[config.mk]
export PLATFORM = sky130hd
export DESIGN_NAME = gdcr_front
export DESIGN_NICKNAME = d
export VERILOG_FILES = /design/src/rtl/gdcr_pkg.sv /design/src/rtl/gdcr_front.sv
export SDC_FILE = /design/constraint.sdc
export NUM_CORES = 1
export LEC_CHECK = 0
export BUFFER_PORTS_ARGS = -buffer_cell sky130_fd_sc_hd__buf_2
export CORE_MARGIN = 2
export CORE_UTILIZATION = 57
export CTS_BUF_LIST = sky130_fd_sc_hd__clkbuf_8 sky130_fd_sc_hd__clkbuf_16
export DETAILED_ROUTE_END_ITERATION = 10
export PLACE_DENSITY = 0.86
export SETUP_SLACK_MARGIN = 0.02
export SLEW_MARGIN = 20
export SYNTH_ARGS = -nofsm -noshare
export SYNTH_HDL_FRONTEND = slang
export SYNTH_SLANG_ARGS = --single-unit
[constraint.sdc]
create_clock -name clk -period 10.2 [get_ports clk]
set_clock_uncertainty 0.1 [all_clocks]
set_input_delay 2.04 -clock clk [delete_from_list [all_inputs] [get_ports clk]]
set_output_delay 2.04 -clock clk [all_outputs]
set_load 0.005 [all_outputs]
[src/rtl/gdcr_pkg.sv]
// ----------------------------------------------------------------------------
// gdcr_pkg: shared types and constants for the grid DDA column raycaster
// Screen and map geometry, fixed-point widths, queue item and back-end states.
// ----------------------------------------------------------------------------
package gdcr_pkg;

  localparam int SCREEN_W  = 1024;
  localparam int SCREEN_H  = 768;
  localparam int HALF_H    = SCREEN_H / 2;
  localparam int MAP_SIDE  = 64;
  localparam int MAP_BITS  = 6;
  localparam int ADDR_W    = 2 * MAP_BITS;
  localparam int MAP_DEPTH = MAP_SIDE * MAP_SIDE;
  localparam int CLR_W     = ADDR_W + 1;

  localparam int COL_W   = 10;
  localparam int ROW_W   = 10;
  localparam int RAY_W   = 18;
  localparam int DELTA_W = 33;
  localparam int DIST_W  = 53;
  localparam int QUO_W   = 36;
  localparam int CNT_W   = 6;
  localparam int POS_W   = 16;
  localparam int FRAC_W  = 10;
  localparam int CELL_W  = 8;

  localparam logic [15:0] SHADE_X = 16'd65535;
  localparam logic [15:0] SHADE_Y = 16'd33000;

  localparam logic [DELTA_W-1:0] DELTA_INF = DELTA_W'(64'd1 << 32);
  localparam logic [QUO_W-1:0]   DIV_ONE   = QUO_W'(64'd1 << 30);
  localparam logic [QUO_W-1:0]   LINE_NUM  = QUO_W'(64'(SCREEN_H) << 26);

  localparam logic [15:0] POS_X_RST   = 16'd0;
  localparam logic [15:0] POS_Y_RST   = 16'd0;
  localparam logic [15:0] DIR_X_RST   = 16'hC000;
  localparam logic [15:0] DIR_Y_RST   = 16'd0;
  localparam logic [15:0] PLANE_X_RST = 16'd0;
  localparam logic [15:0] PLANE_Y_RST = 16'd10813;

  typedef enum logic [2:0] {
    CFG_POS_X,
    CFG_POS_Y,
    CFG_DIR_X,
    CFG_DIR_Y,
    CFG_PLANE_X,
    CFG_PLANE_Y
  } cfg_reg_t;

  typedef struct packed {
    logic                    is_cast;
    logic [COL_W-1:0]        col;
    logic [ADDR_W-1:0]       addr;
    logic                    wall;
    logic signed [RAY_W-1:0] rx;
    logic signed [RAY_W-1:0] ry;
  } item_t;

  typedef struct packed {
    logic              start;
    logic [QUO_W-1:0]  num;
    logic [DIST_W-1:0] den;
  } div_req_t;

  typedef struct packed {
    logic             done;
    logic [QUO_W-1:0] quo;
  } div_rsp_t;

  typedef enum logic [3:0] {
    ST_CLEAR,
    ST_IDLE,
    ST_XS,
    ST_XW,
    ST_YS,
    ST_YW,
    ST_INIT,
    ST_STEP,
    ST_CHECK,
    ST_LS,
    ST_LW,
    ST_RES
  } back_state_t;

  // ray = dir + plane * num / SCREEN_W, quotient truncated toward zero
  function automatic logic signed [RAY_W-1:0] ray_comp(
    input logic signed [15:0] dir,
    input logic signed [15:0] plane,
    input logic signed [11:0] num
  );
    logic signed [27:0] t;
    logic signed [27:0] tb;
    t  = 28'(plane) * 28'(num);
    tb = t[27] ? t + 28'sd1023 : t;
    return RAY_W'(dir) + RAY_W'(tb >>> 10);
  endfunction

endpackage

[src/rtl/gdcr_front.sv]
// ----------------------------------------------------------------------------
// gdcr_front: input stage
// Takes items, drops those out of range, forms the ray of a cast column.
// ----------------------------------------------------------------------------
module gdcr_front (
  input  logic                  clk,
  input  logic                  rst,
  input  logic                  en,
  input  logic                  in_valid,
  output logic                  in_ready,
  input  logic                  mode,
  input  logic [9:0]            column,
  input  logic [5:0]            cell_x,
  input  logic [5:0]            cell_y,
  input  logic                  wall,
  input  logic signed [15:0]    dir_x,
  input  logic signed [15:0]    dir_y,
  input  logic signed [15:0]    plane_x,
  input  logic signed [15:0]    plane_y,
  output logic                  push_valid,
  input  logic                  push_ready,
  output gdcr_pkg::item_t       push_item
);

  logic               f_valid;
  logic               f_valid_next;
  gdcr_pkg::item_t    f_item;
  gdcr_pkg::item_t    f_item_next;
  logic               take;
  logic               keep;
  logic signed [11:0] num;

  assign in_ready   = en && (!f_valid || push_ready);
  assign take       = in_valid && in_ready;
  assign push_valid = f_valid;
  assign push_item  = f_item;

  always_comb begin
    num  = $signed({2'b00, column}) * 12'sd2 - 12'sd1024;
    keep = mode ? (32'(column) < gdcr_pkg::SCREEN_W)
                : (32'(cell_x) < gdcr_pkg::MAP_SIDE && 32'(cell_y) < gdcr_pkg::MAP_SIDE);
    f_item_next.is_cast = mode;
    f_item_next.col     = column;
    f_item_next.addr    = {cell_x, cell_y};
    f_item_next.wall    = wall;
    f_item_next.rx      = gdcr_pkg::ray_comp(dir_x, plane_x, num);
    f_item_next.ry      = gdcr_pkg::ray_comp(dir_y, plane_y, num);
    if (take) begin
      f_valid_next = keep;
    end else if (push_ready) begin
      f_valid_next = 1'b0;
    end else begin
      f_valid_next = f_valid;
    end
  end

  always_ff @(posedge clk) begin
    if (rst) begin
      f_valid <= 1'b0;
    end else begin
      f_valid <= f_valid_next;
    end
  end

  always_ff @(posedge clk) begin
    if (take) begin
      f_item <= f_item_next;
    end
  end

endmodule

; Yosys cells after proc, flatten, opt, wreduce, memory -nomap -nowiden
; Index checks and enable logic that the tools add are counted.
[classes]
reduce_logical = 5
addsub = 5
n_mul = 2
n_mux = 4
[op_table]
columns = op, n
row1 = $add A28 B11 Y28 const B, 2
row2 = $mul A16 B12 Y28, 2
row3 = $mux W28, 2
row4 = $add A16 B18 Y18, 2
row5 = $sub A11 B11 Y12 const B, 1
row6 = $logic_and A1 B1 Y1, 2
row7 = $mux W1, 2
row8 = $reduce_bool A2 Y1, 1
row9 = $logic_not A1 Y1, 1
row10 = $logic_or A1 B1 Y1, 1
[totals]
wordCells = 23
register_bits = 61
inputBits = 93
output_inout_bits = 62

; Longest topological paths before layout
[logic_depth]
ltp_word = 5
depth_mapped = 37

; Worst setup path before layout
; Ideal clock, no wire load.
[synth_path]
kind = input -> register
from = in column[9]
to = reg f_item, in the netlist push_item[32], data pin
setup_slack_ns = -0.198
path_buffers = 3
path_stages = 36
t_arrival_ns = 10.040
required_time_ns = 9.842
cell_sequence = clkbuf_1 > inv_1 > clkbuf_1 > nand2_1 > fa_1 > inv_1 > fa_1 > inv_1 > fa_1 > inv_1 > fa_1 > fa_1 > ha_1 > a21oi_1 > nor2b_1 > or3_1 > a21oi_1 > a21boi_0 > o21ai_0 > a21oi_1 > xnor2_2 > clkbuf_1 > nor2_1 > xor2_1 > ha_1 > fa_1 > a21o_1 > a21oi_1 > o21bai_1 > a21oi_1 > o21bai_1 > a2111oi_0 > nor3b_1 > o21ai_0 > nand2b_1 > xor2_1
[synth_lines]
columns = element, line_no
row1 = from (decl), gdcr_front.sv:12  ; input logic [9:0] column,
row2 = to (signal assigned), gdcr_front.sv:67  ; f_item <= f_item_next;
row3 = to (decl), gdcr_front.sv:27  ; gdcr_pkg::item_t f_item;

==> flow_metrics.py <==
metrics = {
    "finish": {
        "instances_no_fill": 2445,
        "final_area_mm2": 0.0194,
        "layout-drive-gt1-share_pct": 12.5,
        "nets": 2640,
        "area_growth_pct": 10.3,
        "fin_util_pct": 63.6,
    },
    "synthesis": {
        "ys_types": 70,
        "synth_area_per_cell_um2": 9.19,
        "ys_ff_latch": 61,
        "synthXorXnorAreaFrac_pct": 5.71,
        "synthMuxAreaShare_pct": 0.285,
        "synth_nets": 2505,
        "synthAdderAreaFrac_pct": 49.9,
        "synthSimpleGateAreaFrac_pct": 15.9,
        "synthFlopType": "edfxtp_1",
        "synthCells": 1908,
        "yosysWarnings": 0,
        "synth_edf_count": 60,
        "synth_compound_area_share_pct": 7.62,
        "netlist_area_mm2": 0.0175,
        "ys_async_sr_fraction_pct": 0,
        "synth_top_family_by_area": "adder cells",
        "yosysSeqAreaShare_pct": 10.4,
    },
    "worst_setup_path": {
        "cpMostUsedCell": "fa_1",
        "end_kind": "register",
        "rr_worst_depth": 5,
        "cp_slowest_cell": "fa_1",
        "worstSetupStartpointType": "primary input",
        "crit_path_max_incr_delay_ns": 0.57,
        "r2r_slack_ns": 8.32,
        "cp.arrival_ns": 9.89,
        "rr_endpoint": "push_item[4]$_DFFE_PP_",
        "rr_startpoint": "push_valid$_SDFFE_PP0P_",
        "startpoint": "column[8]",
        "crit_type": "in -> reg",
        "cp.required_ns": 10.21,
        "worstPathMaxFanout": 18,
    },
    "clocking": {
        "cts-root-buf": "clkbuf_16",
        "cts_num_sinks": 61,
        "numCtsBuffers": 9,
        "cts_buffer_depth": 2,
        "cts-hold-fix-buffers": 0,
        "clk_pin_slew_ns": 0.06,
        "tritoncts": "built",
        "cts-htree-levels": 3,
        "clk_latency_ns": 0.35,
    },
    "floorplan": {
        "core_area_mm2": 0.0304,
        "initial_core_util_pct": 57.7,
        "die_w_um": 179,
        "row_count": 64,
        "die_area_mm2": 0.0322,
        "ios": 155,
        "die_h_um": 179,
    },
    "job": {
        "cap_violations": 0,
    },
    "worst_hold_path": {
        "min_path_type": "reg -> reg",
        "hp-start": "push_valid$_SDFFE_PP0P_",
        "whs_endpoint": "push_valid$_SDFFE_PP0P_",
        "hold_depth": 2,
    },
    "grt": {
        "antenna_found_initial": 3,
        "grt_max_degree": 61,
        "grt_pass1_wl_um": 67300,
        "grt-ovfl-total": 0,
        "grt_use_total_pct": 25.1,
        "grt_pass1_vias": 14800,
    },
    "detailed_routing": {
        "via_per_inst": 5.58,
        "drt_first_pass_iters": 5,
        "vias": 13700,
        "drtIter0Drc": 1055,
        "final_antenna_net_count": 0,
        "drc_errors": 0,
        "wirelength_um": 39300,
        "wire_per_inst_um": 16.1,
    },
    "placed_design": {
        "post-dp-hpwl_um": 32300,
        "place.gp.congestion": 0.896,
        "portBuffers": 154,
        "placed_cells_incl_taps": 2424,
        "detailed_place.area_mm2": 0.0189,
    },
    "sta": {
        "period_needed_ns": 9.88,
        "finalSetupViolCount": 0,
        "finalMaxSlewViolations": 0,
        "clock.fmax_mhz": 101,
        "min_period_over_period_pct": 96.9,
        "worstMarginPinSlew_ns": 1.26,
        "final_hold_viol_count": 0,
        "rsz0062_at_grt": "true",
        "timing.max_slew.rel_slack_pct": 15.2,
        "setup-tns-final_ns": 0,
    },
    "status": {
        "status": "finished, final reports clean",
    },
}
through the flow:
stage | worst slack, ns | hold WS [ns]
after floorplan | 0.0346 | 0.371
after global placement | -0.139 | 0.366
after detailed placement | -0.425 | 0.412
after CTS | 0.0231 | 0.421
after global routing | -0.0947 | 0.453
final | 0.321 | 0.415
Yosys cell counts, drive strengths merged (14+ instances only):
cell type  count  share of area [%]
nor2b         23               0.82
o21bai        15               0.64
fa           326                 37
a21o          23               0.98
xor2          39                1.9
o21ai         32               0.91
edfxtp        60                 10
a21oi         56                1.6
or2           14               0.50
nand2        200                4.3
inv          395                8.5
nor2          59                1.3
and3          16               0.57
ha           178                 13
and2         141                5.0
clkbuf        73                1.6
nand3         21               0.60
xnor2         72                3.6
nor3          28               0.80
worst max-delay path by stage:
| stage | to | cells past startpoint |
|---|---|---|
| final | push_item[17]$_DFFE_PP_ | 32 |
| after global routing | push_item[17]$_DFFE_PP_ | 33 |
| after CTS | push_item[17]$_DFFE_PP_ | 33 |
| after detailed placement | push_item[17]$_DFFE_PP_ | 33 |
| after global placement | push_item[17]$_DFFE_PP_ | 33 |
| after floorplan | push_item[32]$_DFFE_PP_ | 35 |
sequential cells by signal, indices dropped and copies added (netlist names):
signal,flops
push_valid,1
push_item,60
layer usage:
metal | part of all wire (%) | track usage, % | vias to the layer above
li1 | - | - | 6208
met1 | 38 | 31.1 | 6840
met2 | 52 | 44.5 | 515
met3 | 7.2 | 4.52 | 84
met4 | 2.5 | 8.16 | 4
met5 | 0.056 | 0 | -
cells by family (layout without fill, tap and decap cells):
group	count (synthesis)	after routing
DFF	61	61
muxes	5	5
and+or+nand+nor	551	551
adders and majority gates	504	504
xor gates and xnor gates	112	112
buffers and inverters	473	613
other	0	1
AOI/OAI and AO/OA	202	202
worst max-delay path: cells and delay by family:
| family | cells | cell delay, ns |
|---|---|---|
| adder cells (fa/ha/maj) | 7 | 3.03 |
| AND/OR/NAND/NOR | 10 | 1.98 |
| AO/OA/AOI/OAI | 9 | 1.92 |
| buffers and inverters | 4 | 0.55 |
| XOR/XNOR | 2 | 0.35 |
cells in the final DEF (no fill, tap or decap), types with 6 or more instances in the layout:
| master | Yosys | routed |
|---|---|---|
| inv_1 | 395 | 394 |
| xor2_1 | 39 | 39 |
| a31oi_1 | 9 | 6 |
| fa_1 | 326 | 326 |
| or3_1 | 10 | 10 |
| clkbuf_16 | 0 | 9 |
| o21a_1 | 10 | 10 |
| o21bai_1 | 15 | 14 |
| ha_1 | 178 | 178 |
| nand3_1 | 21 | 21 |
| nand2_1 | 199 | 199 |
| or2_2 | 13 | 13 |
| xnor2_1 | 71 | 71 |
| buf_6 | 1 | 6 |
| o21ai_1 | 4 | 8 |
| nor2b_1 | 23 | 23 |
| nor3b_1 | 7 | 7 |
| nor3_1 | 28 | 27 |
| nor4_1 | 8 | 8 |
| nor2_1 | 59 | 58 |
| o211ai_1 | 6 | 6 |
| nand2b_1 | 9 | 9 |
| a211oi_1 | 10 | 9 |
| buf_4 | 0 | 44 |
| o21ai_0 | 28 | 24 |
| edfxtp_1 | 60 | 60 |
| a21o_1 | 23 | 23 |
| and3_1 | 16 | 15 |
| buf_2 | 3 | 145 |
| and2_1 | 141 | 141 |
| a21oi_1 | 56 | 51 |
what timing repair did:
item,4_1_cts,5_1_grt
pin swaps,0,8
buffers inserted,0,4
setup endpoints to repair,2,10
hold endpoints to repair,0,0
gates resized for setup,4,38
final cells by class:
class | count | area (um^2)
Clock inverter | 7 | 66.3
Inverter | 395 | 1490
Tap cell | 396 | 495
Timing Repair Buffer | 202 | 1220
Clock buffer | 9 | 225
Fill cell | 2376 | 11100
Sequential cell | 61 | 1820
Multi-Input combinational cell | 1374 | 14000
Antenna cell | 1 | 2.50
Power is not shown: default switching activity piles up to over one toggle a cycle in this logic, so the estimate is an artifact.
