--- config.mk ---
export PLATFORM = sky130hd
export DESIGN_NAME = gdcr_fifo
export DESIGN_NICKNAME = d
export VERILOG_FILES = /design/src/rtl/gdcr_pkg.sv /design/src/rtl/gdcr_fifo.sv
export SDC_FILE = /design/constraint.sdc
export NUM_CORES = 1
export LEC_CHECK = 0
export ABC_AREA = 1
export BUFFER_PORTS_ARGS = -buffer_cell sky130_fd_sc_hd__buf_2
export CAP_MARGIN = 20
export CORE_MARGIN = 2
export CORE_UTILIZATION = 40
export CTS_CLUSTER_SIZE = 8
export DETAILED_ROUTE_END_ITERATION = 6
export SYNTH_ARGS = -nofsm -noshare
export SYNTH_HDL_FRONTEND = slang
export SYNTH_SLANG_ARGS = --single-unit
--- constraint.sdc ---
create_clock -name clk -period 4.1 [get_ports clk]
set_clock_uncertainty 0.15 [all_clocks]
set_input_delay 0.205 -clock clk [delete_from_list [all_inputs] [get_ports clk]]
set_output_delay 0.205 -clock clk [all_outputs]
set_load 0.005 [all_outputs]
--- src/rtl/gdcr_pkg.sv ---
// ----------------------------------------------------------------------------
// gdcr_pkg: shared types and constants for the grid DDA column raycaster
// Screen and map geometry, fixed-point widths, queue item and back-end states.
// ----------------------------------------------------------------------------
package gdcr_pkg;

  localparam int SCREEN_W  = 1024;
  localparam int SCREEN_H  = 768;
  localparam int HALF_H    = SCREEN_H / 2;
  localparam int MAP_SIDE  = 64;
  localparam int MAP_BITS  = 6;
  localparam int ADDR_W    = 2 * MAP_BITS;
  localparam int MAP_DEPTH = MAP_SIDE * MAP_SIDE;
  localparam int CLR_W     = ADDR_W + 1;

  localparam int COL_W   = 10;
  localparam int ROW_W   = 10;
  localparam int RAY_W   = 18;
  localparam int DELTA_W = 33;
  localparam int DIST_W  = 53;
  localparam int QUO_W   = 36;
  localparam int CNT_W   = 6;
  localparam int POS_W   = 16;
  localparam int FRAC_W  = 10;
  localparam int CELL_W  = 8;

  localparam logic [15:0] SHADE_X = 16'd65535;
  localparam logic [15:0] SHADE_Y = 16'd33000;

  localparam logic [DELTA_W-1:0] DELTA_INF = DELTA_W'(64'd1 << 32);
  localparam logic [QUO_W-1:0]   DIV_ONE   = QUO_W'(64'd1 << 30);
  localparam logic [QUO_W-1:0]   LINE_NUM  = QUO_W'(64'(SCREEN_H) << 26);

  localparam logic [15:0] POS_X_RST   = 16'd0;
  localparam logic [15:0] POS_Y_RST   = 16'd0;
  localparam logic [15:0] DIR_X_RST   = 16'hC000;
  localparam logic [15:0] DIR_Y_RST   = 16'd0;
  localparam logic [15:0] PLANE_X_RST = 16'd0;
  localparam logic [15:0] PLANE_Y_RST = 16'd10813;

  typedef enum logic [2:0] {
    CFG_POS_X,
    CFG_POS_Y,
    CFG_DIR_X,
    CFG_DIR_Y,
    CFG_PLANE_X,
    CFG_PLANE_Y
  } cfg_reg_t;

  typedef struct packed {
    logic                    is_cast;
    logic [COL_W-1:0]        col;
    logic [ADDR_W-1:0]       addr;
    logic                    wall;
    logic signed [RAY_W-1:0] rx;
    logic signed [RAY_W-1:0] ry;
  } item_t;

  typedef struct packed {
    logic              start;
    logic [QUO_W-1:0]  num;
    logic [DIST_W-1:0] den;
  } div_req_t;

  typedef struct packed {
    logic             done;
    logic [QUO_W-1:0] quo;
  } div_rsp_t;

  typedef enum logic [3:0] {
    ST_CLEAR,
    ST_IDLE,
    ST_XS,
    ST_XW,
    ST_YS,
    ST_YW,
    ST_INIT,
    ST_STEP,
    ST_CHECK,
    ST_LS,
    ST_LW,
    ST_RES
  } back_state_t;

  // ray = dir + plane * num / SCREEN_W, quotient truncated toward zero
  function automatic logic signed [RAY_W-1:0] ray_comp(
    input logic signed [15:0] dir,
    input logic signed [15:0] plane,
    input logic signed [11:0] num
  );
    logic signed [27:0] t;
    logic signed [27:0] tb;
    t  = 28'(plane) * 28'(num);
    tb = t[27] ? t + 28'sd1023 : t;
    return RAY_W'(dir) + RAY_W'(tb >>> 10);
  endfunction

endpackage

--- src/rtl/gdcr_fifo.sv ---
// ----------------------------------------------------------------------------
// gdcr_fifo: two-entry item queue between front and back
// ----------------------------------------------------------------------------
module gdcr_fifo (
  input  logic             clk,
  input  logic             rst,
  input  logic             push_valid,
  output logic             push_ready,
  input  gdcr_pkg::item_t  push_item,
  output logic             pop_valid,
  input  logic             pop_ready,
  output gdcr_pkg::item_t  pop_item
);

  gdcr_pkg::item_t ent [2];
  logic            wr_ptr;
  logic            rd_ptr;
  logic [1:0]      cnt;
  logic            do_push;
  logic            do_pop;

  assign push_ready = cnt != 2'd2;
  assign pop_valid  = cnt != 2'd0;
  assign pop_item   = ent[rd_ptr];
  assign do_push    = push_valid && push_ready;
  assign do_pop     = pop_valid && pop_ready;

  always_ff @(posedge clk) begin
    if (rst) begin
      wr_ptr <= 1'b0;
      rd_ptr <= 1'b0;
      cnt    <= 2'd0;
    end else begin
      if (do_push) begin
        wr_ptr <= !wr_ptr;
      end
      if (do_pop) begin
        rd_ptr <= !rd_ptr;
      end
      cnt <= cnt + {1'b0, do_push} - {1'b0, do_pop};
    end
  end

  always_ff @(posedge clk) begin
    if (do_push) begin
      ent[wr_ptr] <= push_item;
    end
  end

endmodule

======== Word-level counts from Yosys, hierarchy flattened ========
Memories as Yosys holds them, arrays and structs flattened. A register that Yosys moved wholly into a read port is not among the register bits.
Cells that the tools add are included.
word-level totals
  flip-flop bits (word level) ............. 4
  RAM bits ................................ 120
  input port bits ......................... 64
  output and inout bits ................... 62
  logic and storage cells ................. 16
  memories kept ........................... 1
operators by class
  $add $sub $neg .......................... 2
  equality and inequality tests ........... 1
  mux-type cells .......................... 4
  reduce and logical (&&, ||, !) cells .... 5
memory list
  memory  depth  bits a word  read ports  clocked after memory_dff  wr ports  line             RTL
  ent     2      60           1           1                         1         gdcr_fifo.sv:15  gdcr_pkg::item_t ent [2];
operator list
  kind                count
  $mux 1              4
  $add 2x1->2         1
  $logic_and 1x1->1   2
  $logic_not 1->1     2
  $ne 2x2->1 const B  1
  $reduce_bool 2->1   1
  $sub 2x1->2         1

======== Logic depth before layout (Yosys ltp) ========
Gate-level depths: netlist of the first run.
  depth after elaboration ................. 4
  depth in mapped cells ................... 11
  depth with buffers taken out ............ 11

======== Worst setup path before layout of the first run ========
OpenSTA, ideal clock, no wires.
  path kind ............................... flip-flop to flip-flop
  from .................................... register cnt[0]
  to ...................................... memory ent[1][0] in the netlist's numbering (enable)
  setup time .............................. 0.480 ns
  arrival ................................. 3.125 ns
  required time ........................... 3.470 ns
  setup slack ............................. 0.345 ns
  stages on the path, launching flop included .. 5
  path buffers ............................ 0
  period minus slack after synthesis ...... 3.755 ns
  path through ............................ dfxtp_1 -> inv_1 -> nand2_1 -> nand2_2 -> nor2_1
between the ends
  cells in the longest elaborated chain, start to end .. 4
RTL lines
  element                       line             RTL
  from (decl)                   gdcr_fifo.sv:18  logic [1:0] cnt;
  from (signal assigned)        gdcr_fifo.sv:40  cnt <= cnt + {1'b0, do_push} - {1'b0, do_pop};
  $ne 2x2->1                    gdcr_fifo.sv:22  assign push_ready = cnt != 2'd2;
  via push_ready                gdcr_fifo.sv:8   output logic push_ready,
  $logic_and 1x1->1             gdcr_fifo.sv:25  assign do_push = push_valid && push_ready;
  $mux 1                        gdcr_fifo.sv:45  if (do_push) begin
  $mux 1 (not written as such)  gdcr_fifo.sv:46  ent[wr_ptr] <= push_item;
  to (decl)                     gdcr_fifo.sv:15
The timed path passes the listed nets, and every way through them passes these cells.

==> flow_metrics.tcl, run 1 <==
set metrics [dict create \
    run_status "complete, no violations" \
    yosysMostFrequentCell "edfxtp_1" \
    port_buffers 125 \
    synth_largest_area_cell "edfxtp_1" \
    met2RoutedLength_um 4028 \
    worst-r2r-cell-count 5 \
    die_width_um 114.4 \
    cts.path.max_buffers 2 \
    cts_made_buffers 17 \
    regToRegSetupSlack_ns 1.94 \
    critPathKind "reg -> out" \
    rsz0062_at_grt "no" \
    critical_path.reg2reg.endpoint "ent[1][36]" \
    global_route.overflow_total 0 \
    cts-htree-levels 4 \
    synth-edff-count 120 \
    fp.dieH_um 114.4 \
    ys.warnings.count 0 \
    fp_rows 40 \
    worstSetupEndpointType "output pin" \
    dr_total_vias 2599 \
    ratio_of_final_minimum_period_to_clock_period_pct 54.75 \
    final_layout_size_suffix_gt1_share_pct 50.91 \
    drv_cap 0 \
    timing_hold_violations_final 0 \
    static_leakage_power_nw 2.731 \
    synth_area_per_cell_sq_um 21.87 \
    synth_fp_nets 288 \
    arrival_time_of_the_worst_setup_path_ns 1.89 \
    path_max_fanout 34 \
    grt_pass1_wl_um 12740 \
    cts.sink_count 125 \
    worst_ir_drop_vdd_v 0.0003885 \
    cp_data_required_time_ns 3.74 \
    drt-met1-wl_um 3861 \
    clk_pin_slew_worst_paths_ns 0.05 \
    postSynthCellCount 223 \
    cts_resized 0 \
    setup-violations-final 0 \
    maxSlewViolCount 0 \
    drt_drc_violations_left 0 \
    holdBufCountCts 62 \
    synth-seq-cells 125 \
    synth-seq-area-share_pct 75.96 \
    initial_utilization_pct 40.76 \
    initial_antenna_violation_count 0 \
    synthDominantCellAreaShare_pct 73.90 \
    worst_slew_pin_tran_ns 0.9732 \
    firstDrtPassIters 4 \
    first_global_vias 2604 \
    detail_route.wl_per_cell_um 14.36 \
    drtAntennaViolNets 0 \
    grt.total_usage_pct 13.19 \
    utilization_pct 57.14 \
    worstSkewPairLatency_ns 0.40 \
    finalSetupTns_ns 0 \
    crit_end "pop_item[43]" \
    core_area_sq_um 11960 \
    placed_cell_area_sq_um 5613 \
    fin_area_sq_um 6835 \
    top_level_ports 126 \
    netlist_area_sq_um 4876 \
    cts.root.buffer_cell "clkbuf_16" \
    fmaxAchievable_ghz 0.4454 \
    wl_met3_um 449 \
    critical_path.startpoint_type "flip-flop" \
    ys.flop_type "edfxtp_1" \
    antenna_cells 0 \
    period_needed_ns 2.245 \
    cts_setup_buffers 0 \
    post_synth_num_cell_types 15 \
    synthArstFlopShare_pct 0 \
    vias_per_cell 4.443 \
    place.detailed.hpwl_um 4998 \
    gp_routability_congestion 0.7750 \
    worst_slew_margin_rel_pct 34.97 \
    rr_startpoint "cnt[0]" \
    synthTopCellsByArea "edfxtp_1 74%, mux2_4 18%, buf_12 2.5%, dfxtp_1 2.1%, inv_1 0.62%" \
    grt_max_degree 61 \
    tritoncts_clock_tree "yes" \
    drt_iter0_markers 105 \
    area_growth_pct 40.18 \
    drt-total-wl_um 8401 \
    die-area_sq_um 13090 \
    num-nets-final 490 \
    power_density_nw_per_um2 591.8 \
    routed.top_layer "met4" \
    yosys-top-cells-count "120 x edfxtp_1, 60 x mux2_4, 8 x inv_1, 8 x nor2_1, 7 x nand2_1" \
    min-delay-path-class "in -> reg" \
]
## metrics by stage
stage               power, W  hold slack [ns]  setup slack, ns  cells
detailed placement  0.002617           0.2459            1.891    490
floorplan           0.002355           0.1262           0.3450    223
global route        0.004248           0.1282            1.729    585
CTS                 0.004096          0.07606            1.655    584
global placement    0.002605           0.2446            1.928    490
finish              0.004045          0.09808            1.855    585
## power by group
part           internal (W)  total [W]  switching, W
registers           0.00162    0.00172     0.0000931
clock network      0.000894    0.00142      0.000524
logic              0.000531   0.000911      0.000380
## critical path, cell delays in order, from the launching register on
cell and delay [ns]:
dfxtp_4 0.68, buf_16 0.32, mux2_4 0.34, buf_2 0.13
## flip-flops by register name (all words and copies together), names as in the netlist, named ones only
register / count
cnt: 2
rd_ptr: 1
wr_ptr: 1
ent: 120
## worst min path at each step
stage                  startpoint         end  slack (ns)  cells past startpoint
floorplan                     rst      cnt[0]        0.13                      1
global placement    push_item[40]  ent[1][40]        0.24                      1
detailed placement  push_item[31]  ent[0][31]        0.25                      1
CTS                     pop_ready   flip-flop        0.08                      5
global route            pop_ready      cnt[1]        0.13                      5
finish                  pop_ready   flip-flop         0.1                      5
## area by class of cell
class,instances,area (sq um)
fillers,941,5126
flip-flops and latches,125,3707
clock buffers,18,429.2
clock inverters,14,145.1
well taps,147,183.9
repair buffers,190,1314
multi-input cells,83,1026
inverters,8,30.03
## per-layer routing
layer / vias to the layer above / GRT usage, %
met5: - / 0
met4: 0 / 5.610
met3: 4 / 4.711
met2: 87 / 21.14
met1: 1244 / 16.21
li1: 1264 / -
## layout by cell type, fill, tap and decap left out, types with 2 or more instances in the layout
cell and instances:
buf_2 125, edfxtp_1 120, dlygate4sd3_1 62, mux2_4 60, clkbuf_16 17, inv_1 8, nand2_1 7, nor2_1 6
dfxtp_1 4, clkinv_2 3, clkinvlp_4 3, clkinv_4 3, nor2_4 2, a21oi_1 2, bufinv_16 2, inv_6 2
buf_12 2
## cells by family after synthesis
group           share of synthesized area (%)
simple gates                            1.617
flops                                   75.96
xor+xnor                               0.1797
compound gates                         0.2053
fa+ha+maj                              0.2566
buf+inv                                 3.310
mux                                     18.48
No activity file was read; power rests on OpenSTA's default activity.
==> run 2: changes to the inputs <==
--- a/config.mk
+++ b/config.mk
@@ -5,13 +5,14 @@
 export SDC_FILE = /design/constraint.sdc
 export NUM_CORES = 1
 export LEC_CHECK = 0
-export ABC_AREA = 1
+export ABC_AREA = 0
 export BUFFER_PORTS_ARGS = -buffer_cell sky130_fd_sc_hd__buf_2
 export CAP_MARGIN = 20
 export CORE_MARGIN = 2
 export CORE_UTILIZATION = 40
 export CTS_CLUSTER_SIZE = 8
 export DETAILED_ROUTE_END_ITERATION = 6
+export PLACE_DENSITY = 0.66
 export SYNTH_ARGS = -nofsm -noshare
 export SYNTH_HDL_FRONTEND = slang
 export SYNTH_SLANG_ARGS = --single-unit
==> constraint.sdc (replaced) <==
create_clock -name clk -period 1.85 [get_ports clk]
set_clock_uncertainty 0.15 [all_clocks]
set_input_delay 0.0925 -clock clk [delete_from_list [all_inputs] [get_ports clk]]
set_output_delay 0.0925 -clock clk [all_outputs]
set_load 0.005 [all_outputs]
==> run 2 against run 1 <==
Net effect:
- global-route usage up 1.4 points
- via count up 1.2%
- critical path type unchanged
- clock power up 130%
- non-clock buffer count up 4
- critical endpoint is now pop_item[2]
- routed wire length up 2.8%
- critical path depth unchanged
- die area down 5.0%
- sequential share of layout area up 1.2 points
- cell count down 1.4%
==> flow_metrics.tcl, run 2 <==
set metrics [dict create \
    cts.root.buffer_cell "clkbuf_16" \
    core_area_sq_um 11370 \
    run_status "complete, no violations" \
    critical_path.slowest_cell "mux2_1" \
    cts-htree-levels 4 \
    critPathKind "reg -> out" \
    setup-violations-final 0 \
    grt_max_degree 49 \
    dr_total_vias 2631 \
    rsz0062_at_grt "no" \
    die-area_sq_um 12440 \
    largest-register "ent" \
    area_growth_pct 44.51 \
    gp_routability_congestion 0.6345 \
    timing_hold_violations_final 0 \
    ratio_of_final_minimum_period_to_clock_period_pct 94.90 \
    synthTopCellsByArea "edfxtp_1 78%, mux2_1 15%, dfxtp_1 2.2%, buf_6 1.5%, nor4bb_2 0.35%" \
    path_cells "buf_6 -> mux2_1 -> buf_2" \
    detail_route.wl_per_cell_um 14.97 \
    port_buffers 125 \
    fp_rows 39 \
    static_leakage_power_nw 2.554 \
    firstDrtPassIters 5 \
    drtAntennaViolNets 0 \
    cp_slowest_stage_delay_ns 0.37 \
    ys.flop_type "edfxtp_1" \
    hold_path_end "ent[0][48]" \
    cts_setup_buffers 0 \
    fmaxAchievable_ghz 0.5696 \
    layout.cells.most_common_list "125 x buf_2, 120 x edfxtp_1, 63 x dlygate4sd3_1" \
    synthArstFlopShare_pct 0 \
    finalSetupTns_ns 0 \
    synth-edff-count 120 \
    vias_per_cell 4.560 \
    drt-total-wl_um 8640 \
    arrival_time_of_the_worst_setup_path_ns 1.51 \
    minimum_setup_slack_after_placement_ns 0.04639 \
    worstSkewPairLatency_ns 0.39 \
    netlist_area_sq_um 4624 \
    synth_largest_area_cell "edfxtp_1" \
    final_common_cell "buf_2" \
    drv_cap 0 \
    cts.path.max_buffers 2 \
    first_global_vias 2888 \
    grt.total_usage_pct 14.64 \
    postSynthCellCount 216 \
    worst_ir_drop_vdd_v 0.0006521 \
    num-nets-final 487 \
    worst_slew_margin_rel_pct 76.40 \
    yosysMostFrequentCell "edfxtp_1" \
    maxSlewViolCount 0 \
    hold_path.startpoint "push_item[48]" \
    global_route.overflow_total 0 \
    path_max_fanout 25 \
    die_width_um 111.5 \
    post_synth_num_cell_types 25 \
    grt_pass1_wl_um 13910 \
    initial_utilization_pct 40.67 \
    fp.dieH_um 111.5 \
    min-delay-path-class "in -> reg" \
    place.detailed.hpwl_um 4987 \
    final_layout_size_suffix_gt1_share_pct 38.25 \
    rr_startpoint "cnt[1]" \
    synth_area_per_cell_sq_um 21.41 \
    drt_iter0_markers 93 \
    top_level_ports 126 \
    synth_fp_nets 281 \
    cts.sink_count 125 \
    num-fill-cells 878 \
    critical_path.reg2reg.endpoint "cnt[1]" \
    period_needed_ns 1.756 \
    largest_reg_flops 120 \
    power_density_nw_per_um2 1224 \
    cts_made_buffers 17 \
    synth-seq-cells 125 \
    ys.warnings.count 0 \
    post_route_setup_slack_ns 0.09435 \
    synthDominantCellAreaShare_pct 77.92 \
    worst_slew_pin_tran_ns 0.3490 \
    worst_hold_path.num_cells 2 \
    synth-seq-area-share_pct 80.09 \
    cp_data_required_time_ns 1.61 \
    worst-r2r-cell-count 6 \
    initial_antenna_violation_count 0 \
    clk_pin_slew_worst_paths_ns 0.05 \
    tritoncts_clock_tree "yes" \
    worstSetupEndpointType "output pin" \
    critical_path.startpoint_type "flip-flop" \
    regToRegSetupSlack_ns 0.13 \
    drt_drc_violations_left 0 \
    antenna_cells 0 \
    top_regs "ent (120), cnt (2)" \
    yosys-top-cells-count "120 x edfxtp_1, 60 x mux2_1, 6 x buf_6" \
]
==> run 2: cell type report <==
class                      count  area [sq um]  area share (%)
multi-input combinational     83         860.8           12.88
timing repair buffer         194          1343           20.09
inverter                       1         7.507          0.1123
sequential                   125          3707           55.48
tap                          143         178.9           2.677
clock inverter                11         148.9           2.228
clock buffer                  20         436.7           6.534
==> run 2: worst max path at each step <==
stage                        endpoint  slack (ns)
final                     pop_item[2]        0.09
after detailed placement       cnt[1]        0.05
after floorplan             ent[0][0]       -0.19
after global routing      pop_item[2]       0.006
after global placement         cnt[1]        0.20
after CTS                      cnt[1]        0.04
==> run 2: where the power goes <==
group	internal (W)	leakage, nW	total [W]	switching, W
registers	0.00344	1.16	0.00353	0.0000842
clock network	0.00222	0.285	0.00328	0.00106
logic	0.000724	1.10	0.00137	0.000651
==> run 2: per-stage QoR <==
step	hold slack (ns)	cells	total power (W)	util, %	cell area (sq um)
finish	0.2706	577	0.008181	58.78	6683
global route	0.2536	577	0.008568	58.78	6683
CTS	0.2442	577	0.008289	58.70	6674
detailed placement	0.1338	483	0.004869	47.97	5454
global placement	0.1300	483	0.004843	47.97	5454
floorplan	0.004799	216	0.004314	-	4638
==> run 2: what timing repair did <==
action	in CTS	in global routing
setup endpoints to repair	12	1
gates resized for setup	1	2
hold buffers	63	0
endpoints found under the hold margin	125	0
==> run 2: per-layer routing <==
layer / GRT usage (%) / part of all wire (%)
met5: 0 / 0
met4: 6.749 / 1.3
met3: 5.498 / 5.9
met2: 25.33 / 53
met1: 16.02 / 40
==> run 2: kinds of logic (layout without fill, tap and decap cells) <==
family,Yosys count,after routing,share of synthesized area [%]
flops,125,125,80.09
mux,60,60,14.61
simple gates,15,15,2.246
buf+inv,8,226,1.650
compound gates,6,6,0.9467
fa+ha+maj,1,1,0.2705
xor+xnor,1,1,0.1894
==> run 2: critical path: cells and delay by family, from the launching register on <==
family                 cells  cell delay [ns]
buffers and inverters      2             0.38
DFF                        1             0.35
muxes                      1             0.37
